===== src/rtl/lcd4_pkg.sv =====
// Shared types and constants for the 4-bit character LCD interface unit.
package lcd4_pkg;

  typedef enum logic [3:0] {
    PH_IDLE,
    PH_WAIT,
    PH_SU_A,
    PH_SU_B,
    PH_P0,
    PH_P1,
    PH_P2,
    PH_P3,
    PH_HI_A,
    PH_HI_B,
    PH_LO_A,
    PH_LO_B
  } phase_t;

  typedef enum logic [2:0] {
    OP_TICK   = 3'd0,
    OP_CMD    = 3'd1,
    OP_DATA   = 3'd2,
    OP_CURSOR = 3'd3,
    OP_CLEAR  = 3'd4
  } op_t;

  localparam logic [3:0] STEP_SHORT_WAIT = 4'd4;
  localparam logic [3:0] STEP_NIBBLE_TWO = 4'd6;
  localparam logic [3:0] STEP_FIRST_CMD  = 4'd7;
  localparam logic [3:0] STEP_DONE       = 4'd11;

  localparam logic [6:0] SHORT_WAIT_US = 7'd10;

  localparam logic [7:0] CMD_FUNC_SET  = 8'h28;
  localparam logic [7:0] CMD_DISP_ON   = 8'h0C;
  localparam logic [7:0] CMD_ENTRY     = 8'h06;
  localparam logic [7:0] CMD_HOME_ADDR = 8'h80;
  localparam logic [7:0] CMD_CLEAR     = 8'h01;
  localparam logic [7:0] ROW_OFFSET    = 8'h40;

  localparam logic [3:0] NIB_WAKE  = 4'h3;
  localparam logic [3:0] NIB_4BIT  = 4'h2;

  // Start-up command list, indexed by step minus the first command step.
  function automatic logic [7:0] init_cmd(input logic [1:0] idx);
    case (idx)
      2'd0:    init_cmd = CMD_FUNC_SET;
      2'd1:    init_cmd = CMD_DISP_ON;
      2'd2:    init_cmd = CMD_ENTRY;
      default: init_cmd = CMD_HOME_ADDR;
    endcase
  endfunction

endpackage


===== src/rtl/char_lcd_4bit_interface_unit.sv =====
// Top level of the 4-bit character LCD interface unit.
//
// Usage: every input word is one microsecond tick of the LCD sequencer. It
// carries an optional request (command byte, data byte, cursor move, clear)
// and the data lines DB7..DB4 sampled during that tick. Each accepted word
// yields exactly one result word with the levels of E, RS, RW, the driven
// nibble, the bus direction, and the ready/accepted status for that tick.
// The result word is registered and shows in the cycle after the
// input word is accepted. Throughput: one word per cycle while the receiver
// takes results; the state update is a single pass of combinational logic
// between the accepted word and the state and result registers.
// Reset (rst_n low, synchronous) restarts the power-up script: a long
// wait, the wake-up nibbles, then function set, display on, entry mode and
// home address; requests during that script return accepted low.
// Before each byte the busy flag is polled (four ticks per poll, repeated
// while busy); the byte then takes four more ticks.
// When the receiver stalls, the result word is held in the output register
// and in_ready drops until it is taken; no state advances meanwhile.
module char_lcd_4bit_interface_unit #(
  parameter int unsigned LONG_WAIT_US = 100
) (
  input  logic       clk,
  input  logic       rst_n,
  input  logic       in_valid,
  output logic       in_ready,
  input  logic [2:0] in_operation,
  input  logic [7:0] in_byte_value,
  input  logic [5:0] in_column,
  input  logic       in_row,
  input  logic [3:0] in_bus_in,
  output logic       out_valid,
  input  logic       out_ready,
  output logic       out_pin_enable,
  output logic       out_pin_register_select,
  output logic       out_pin_read_write,
  output logic [3:0] out_bus_out,
  output logic       out_bus_drive,
  output logic       out_ready_res,
  output logic       out_accepted
);
  import lcd4_pkg::*;

  localparam logic [6:0] LongWait = 7'(LONG_WAIT_US);

  // Sequencer state
  phase_t     phase_r,        phase_nxt;
  logic [6:0] wait_count_r,   wait_count_nxt;
  logic [3:0] startup_step_r, startup_step_nxt;
  logic [7:0] pending_byte_r, pending_byte_nxt;
  logic       pending_sel_r,  pending_sel_nxt;
  logic       follow_home_r,  follow_home_nxt;
  logic [3:0] status_high_r,  status_high_nxt;
  // Held line levels: RS, RW, bus nibble
  logic       lvl_rs_r;
  logic       lvl_rw_r;
  logic [3:0] lvl_bus_r;

  // Result register
  logic       out_valid_r;
  logic       e_r, rs_r, rw_r, drive_r, rdy_r, acc_r;
  logic [3:0] bus_r;

  // Combinational results of this tick
  logic       e_c, rs_c, rw_c, drive_c, rdy_c, acc_c;
  logic [3:0] bus_c;
  logic       script_adv;
  logic       accept;
  logic [7:0] cursor_addr;

  // Take a new word whenever the result slot is free or being emptied.
  assign in_ready = !out_valid_r || out_ready;
  assign accept   = in_valid && in_ready;

  assign cursor_addr = CMD_HOME_ADDR |
                       (({7'd0, in_row} * ROW_OFFSET) + {2'b00, in_column});

  always_comb begin
    phase_nxt        = phase_r;
    wait_count_nxt   = wait_count_r;
    startup_step_nxt = startup_step_r;
    pending_byte_nxt = pending_byte_r;
    pending_sel_nxt  = pending_sel_r;
    follow_home_nxt  = follow_home_r;
    status_high_nxt  = status_high_r;
    script_adv       = 1'b0;

    rdy_c = (phase_r == PH_IDLE);
    acc_c = 1'b0;

    // Take a request only while idle; its first poll tick goes out now.
    if (rdy_c) begin
      case (in_operation)
        OP_CMD: begin
          acc_c = 1'b1;
          pending_byte_nxt = in_byte_value;
          pending_sel_nxt  = 1'b0;
          phase_nxt        = PH_P0;
        end
        OP_DATA: begin
          acc_c = 1'b1;
          pending_byte_nxt = in_byte_value;
          pending_sel_nxt  = 1'b1;
          phase_nxt        = PH_P0;
        end
        OP_CURSOR: begin
          acc_c = 1'b1;
          pending_byte_nxt = cursor_addr;
          pending_sel_nxt  = 1'b0;
          phase_nxt        = PH_P0;
        end
        OP_CLEAR: begin
          acc_c = 1'b1;
          follow_home_nxt  = 1'b1;
          pending_byte_nxt = CMD_CLEAR;
          pending_sel_nxt  = 1'b0;
          phase_nxt        = PH_P0;
        end
        default: ;
      endcase
    end

    // Hold the last driven levels with E low unless a phase drives them.
    e_c     = 1'b0;
    rs_c    = lvl_rs_r;
    rw_c    = lvl_rw_r;
    bus_c   = lvl_bus_r;
    drive_c = 1'b1;

    case (phase_nxt)
      PH_WAIT: begin
        wait_count_nxt = wait_count_r + 7'd1;
        if (wait_count_nxt >= ((startup_step_r == STEP_SHORT_WAIT) ? SHORT_WAIT_US
                                                                   : LongWait)) begin
          script_adv = 1'b1;
        end
      end
      PH_SU_A, PH_SU_B: begin
        e_c   = (phase_nxt == PH_SU_A);
        rs_c  = 1'b0;
        rw_c  = 1'b0;
        bus_c = (startup_step_r == STEP_NIBBLE_TWO) ? NIB_4BIT : NIB_WAKE;
        if (phase_nxt == PH_SU_A) phase_nxt = PH_SU_B;
        else                      script_adv = 1'b1;
      end
      PH_P0, PH_P1, PH_P2, PH_P3: begin
        e_c     = (phase_nxt == PH_P1) || (phase_nxt == PH_P3);
        rs_c    = 1'b0;
        rw_c    = 1'b1;
        bus_c   = 4'd0;
        drive_c = 1'b0;
        if (phase_nxt == PH_P0) begin
          phase_nxt = PH_P1;
        end else if (phase_nxt == PH_P1) begin
          status_high_nxt = in_bus_in;
          phase_nxt = PH_P2;
        end else if (phase_nxt == PH_P2) begin
          phase_nxt = PH_P3;
        end else begin
          // Busy flag set: poll again
          phase_nxt = status_high_r[3] ? PH_P0 : PH_HI_A;
        end
      end
      PH_HI_A, PH_HI_B, PH_LO_A, PH_LO_B: begin
        e_c   = (phase_nxt == PH_HI_A) || (phase_nxt == PH_LO_A);
        rs_c  = pending_sel_nxt;
        rw_c  = 1'b0;
        bus_c = ((phase_nxt == PH_HI_A) || (phase_nxt == PH_HI_B))
                ? pending_byte_nxt[7:4] : pending_byte_nxt[3:0];
        case (phase_nxt)
          PH_HI_A: phase_nxt = PH_HI_B;
          PH_HI_B: phase_nxt = PH_LO_A;
          PH_LO_A: phase_nxt = PH_LO_B;
          default: begin
            // Byte finished: continue the script, chase a clear with home
            if (startup_step_r < STEP_DONE) begin
              script_adv = 1'b1;
            end else if (follow_home_r) begin
              follow_home_nxt  = 1'b0;
              pending_byte_nxt = CMD_HOME_ADDR;
              pending_sel_nxt  = 1'b0;
              phase_nxt        = PH_P0;
            end else begin
              phase_nxt = PH_IDLE;
            end
          end
        endcase
      end
      default: phase_nxt = PH_IDLE;
    endcase

    // Advance the power-up script and start its next step.
    if (script_adv) begin
      if (startup_step_r < STEP_DONE) startup_step_nxt = startup_step_r + 4'd1;
      case (startup_step_nxt)
        4'd0, 4'd2, 4'd4: begin
          phase_nxt      = PH_WAIT;
          wait_count_nxt = 7'd0;
        end
        4'd1, 4'd3, 4'd5, 4'd6: phase_nxt = PH_SU_A;
        4'd7, 4'd8, 4'd9, 4'd10: begin
          pending_byte_nxt = init_cmd(2'(startup_step_nxt - STEP_FIRST_CMD));
          pending_sel_nxt  = 1'b0;
          phase_nxt        = PH_P0;
        end
        default: begin
          startup_step_nxt = STEP_DONE;
          phase_nxt        = PH_IDLE;
        end
      endcase
    end
  end

  // Advance state only on an accepted tick.
  always_ff @(posedge clk) begin
    if (!rst_n) begin
      phase_r        <= PH_WAIT;
      wait_count_r   <= 7'd0;
      startup_step_r <= 4'd0;
      pending_byte_r <= 8'd0;
      pending_sel_r  <= 1'b0;
      follow_home_r  <= 1'b0;
      status_high_r  <= 4'd0;
      lvl_rs_r       <= 1'b0;
      lvl_rw_r       <= 1'b0;
      lvl_bus_r      <= 4'd0;
    end else if (accept) begin
      phase_r        <= phase_nxt;
      wait_count_r   <= wait_count_nxt;
      startup_step_r <= startup_step_nxt;
      pending_byte_r <= pending_byte_nxt;
      pending_sel_r  <= pending_sel_nxt;
      follow_home_r  <= follow_home_nxt;
      status_high_r  <= status_high_nxt;
      lvl_rs_r       <= rs_c;
      lvl_rw_r       <= rw_c;
      lvl_bus_r      <= bus_c;
    end
  end

  // Result slot: fill on accept, drop when taken.
  always_ff @(posedge clk) begin
    if (!rst_n) begin
      out_valid_r <= 1'b0;
    end else if (accept) begin
      out_valid_r <= 1'b1;
    end else if (out_ready) begin
      out_valid_r <= 1'b0;
    end
  end

  always_ff @(posedge clk) begin
    if (accept) begin
      e_r     <= e_c;
      rs_r    <= rs_c;
      rw_r    <= rw_c;
      bus_r   <= bus_c;
      drive_r <= drive_c;
      rdy_r   <= rdy_c;
      acc_r   <= acc_c;
    end
  end

  assign out_valid               = out_valid_r;
  assign out_pin_enable          = e_r;
  assign out_pin_register_select = rs_r;
  assign out_pin_read_write      = rw_r;
  assign out_bus_out             = bus_r;
  assign out_bus_drive           = drive_r;
  assign out_ready_res           = rdy_r;
  assign out_accepted            = acc_r;

endmodule


===== config.mk =====
export PLATFORM = sky130hd
export DESIGN_NAME = char_lcd_4bit_interface_unit
export DESIGN_NICKNAME = d
export VERILOG_FILES = /design/src/rtl/lcd4_pkg.sv /design/src/rtl/char_lcd_4bit_interface_unit.sv
export SDC_FILE = /design/constraint.sdc
export NUM_CORES = 1
export LEC_CHECK = 0
export ABC_AREA = 1
export BUFFER_PORTS_ARGS = -buffer_cell sky130_fd_sc_hd__buf_2
export CORE_MARGIN = 10
export CORE_UTILIZATION = 34
export CTS_BUF_LIST = sky130_fd_sc_hd__clkbuf_4
export CTS_CLUSTER_SIZE = 8
export DETAILED_ROUTE_END_ITERATION = 7
export SKIP_CTS_REPAIR_TIMING = 1
export SYNTH_ARGS = -nofsm -noshare
export SYNTH_HDL_FRONTEND = slang
export SYNTH_SLANG_ARGS = --single-unit

===== constraint.sdc =====
create_clock -name clk -period 2.85 [get_ports clk]
set_clock_uncertainty 0.15 [all_clocks]
set_input_delay 0.57 -clock clk [delete_from_list [all_inputs] [get_ports clk]]
set_output_delay 0.57 -clock clk [all_outputs]
set_load 0.02 [all_outputs]

==> flow_summary.ini <==
[status]
status = finished, final reports clean

[die]
die_y_um = 110
num_rows = 32
core-area_um2 = 7770
initial_core_util_pct = 35.2
die_w_um = 110
dieArea_um2 = 12000
io_pins = 38

[power]
p_leak_nw = 1.51
total_power_mw = 1.35
ir_drop_mv = 0.192
power_density_nw_per_um2 = 429

[drt]
routed_wl_mm = 6.71
drtIter0Drc = 149
final_antenna_net_count = 0
wl_per_cell_um = 12.3
post-route-drc-count = 0
avgViaCountPerCell = 4.78
firstDrtPassIters = 5
vias = 2603

[setup_path]
crit_fanout = 10
end_kind = flop
arrival_ns = 2.75
critPathKind = reg -> reg
cp-start-kind = flop
required_ns = 2.99

[logic_synthesis]
synth_top_area_share_pct = 24.1
synth_area_leaders = dfxtp_1 (24%), nand2_1 (16%), edfxtp_1 (11%)
netlist_top_cells_count = nand2_1 (114), inv_1 (40), nor2_1 (38), nand3_1 (36), dfxtp_1 (33)
syn_area_um2 = 2740
yosys_register_bits = 43
syn_avg_cell_area_um2 = 6.88
syn_inst = 398
syn_nets = 439
yosysSeqAreaShare_pct = 35.1
synth-async-reset-ratio_pct = 0
synth_largest_area_cell = dfxtp_1
yosys_warnings = 0
synth_cell_type_count = 35
synth.most_common_cell = nand2_1
synth-edff-count = 10
synth_flop_cell = dfxtp_1

[placed_design]
dpl.cell_count = 534
pre_cts_slack_ns = 0.0691
place_area_um2 = 3060
dpl.hpwl_mm = 5.18
port_buffers = 34
place_congestion = 0.871

[timing]
finalSetupTns_ns = 0
timing.fmax_ghz = 0.385
hold_violations = 0
finalSetupViolCount = 0
fin_crit_sh_pct = 91.3
tightestPinTransition_ns = 0.712
worst_slack_ns = 0.249
hold-worst-slack_ns = 0.324
min_period_ns = 2.60
relSlewSlack_pct = 52.5
slew_viol_final = 0

[final_layout]
synthToLayoutAreaGrowth_pct = 15.4
final_core_utilization_pct = 40.6
fin_area_um2 = 3160
fin_nets = 481
fin_cells = 544
final_layout_size_suffix_gt1_share_pct = 18.1

[cts]
clock_sinks = 43
cts_tree = done
htreeDepth = 2
root_buffer = clkbuf_4
cts.path.max_buffers = 2
numCtsBuffers = 5
clock_insertion_delay_worst_skew_ns = 0.36
path_clk_slew_ns = 0.15

[global_route]
grt_pass1_wl_mm = 11.1
grt_max_degree = 21
antenna_found_initial = 1
globalRouteTotalUtil_pct = 11.3
grt_pass1_vias = 2420
grt-ovfl-total = 0

[run]
drv_cap = 0

[min_path]
hp-class = reg -> reg
[sequential cells by signal (all words and copies together), names as in the netlist, 4 cells and up]
name and cells:
wait_count_r 7, startup_step_r 4, lvl_bus_r 4, out_bus_out 4
phase_r 4, pending_byte_r 8
[final timing paths]
kind | start | endpoint | slack, ns | depth (start not counted)
worst min register to register | pending_byte_r[3] | pending_byte_r[3] | 0.32 | 2
worst min-delay path | pending_byte_r[3] | pending_byte_r[3] | 0.32 | 2
worst max-delay path | wait_count_r[0] | wait_count_r[2] | 0.25 | 15
worst max register to register | wait_count_r[0] | wait_count_r[2] | 0.25 | 15
[metal layers]
layer	routed length [um]	vias up	track usage (%)
met3	319	6	2.28
met4	82	0	3.72
li1	-	1379	-
met2	3230	52	18.8
met1	3080	1166	14.4
met5	0	-	0
[cell usage in the layout, fill, tap and decap left out, drive strengths merged]
master    netlist  routed
a211oi          1       1
a21o            1       1
a21oi          29      29
a22oi           1       1
a31oi           3       3
a41oi           1       1
buf             3      43
clkbuf          5       6
clkinv          0       1
clkinvlp        0       1
dfxtp          33      33
diode           0       1
edfxtp         10      10
ha             15      15
inv            50      50
mux2i           3       3
nand2         122     122
nand3          38      38
nand3b          3       3
nand4           7       7
nor2           40      40
nor3            1       1
o21ai          20      20
o21bai          1       1
o22ai           1       1
o311ai          1       1
o31ai           1       1
or2             1       1
xor2            7       7
[where the power goes]
group | switching, mW | internal [mW]
Sequential | 0.0230 | 0.673
Clock | 0.209 | 0.105
Combinational | 0.227 | 0.118
Total | 0.458 | 0.896
[layout make-up]
| class | count | area [um^2] |
|---|---|---|
| Tap cell | 102 | 128 |
| Fill cell | 844 | 4610 |
| Sequential cell | 43 | 967 |
| Clock inverter | 2 | 12.5 |
| Inverter | 50 | 190 |
| Multi-Input combinational cell | 297 | 1570 |
| Clock buffer | 6 | 45.0 |
| Timing Repair Buffer | 43 | 238 |
| Antenna cell | 1 | 2.50 |
[kinds of logic after synthesis]
family,synth area share (%)
compound gates,11.9
xor+xnor,2.24
fa+ha+maj,6.86
buf+inv,8.18
flops,35.1
mux,1.10
simple gates,34.6
[worst max-delay path, cell delays in order (launching register included)]
cell	delay [ns]
dfxtp_4	0.38
ha_2	0.20
nand4_1	0.12
nor2_1	0.13
xor2_1	0.22
ha_1	0.30
a21o_1	0.18
a21oi_2	0.10
nand3_1	0.13
nand2_4	0.11
nand2_8	0.08
nand2_4	0.11
inv_2	0.06
nand3_4	0.09
nand2_2	0.10
nor2_1	0.10
Note: power is estimated with default switching activity, not from simulation.
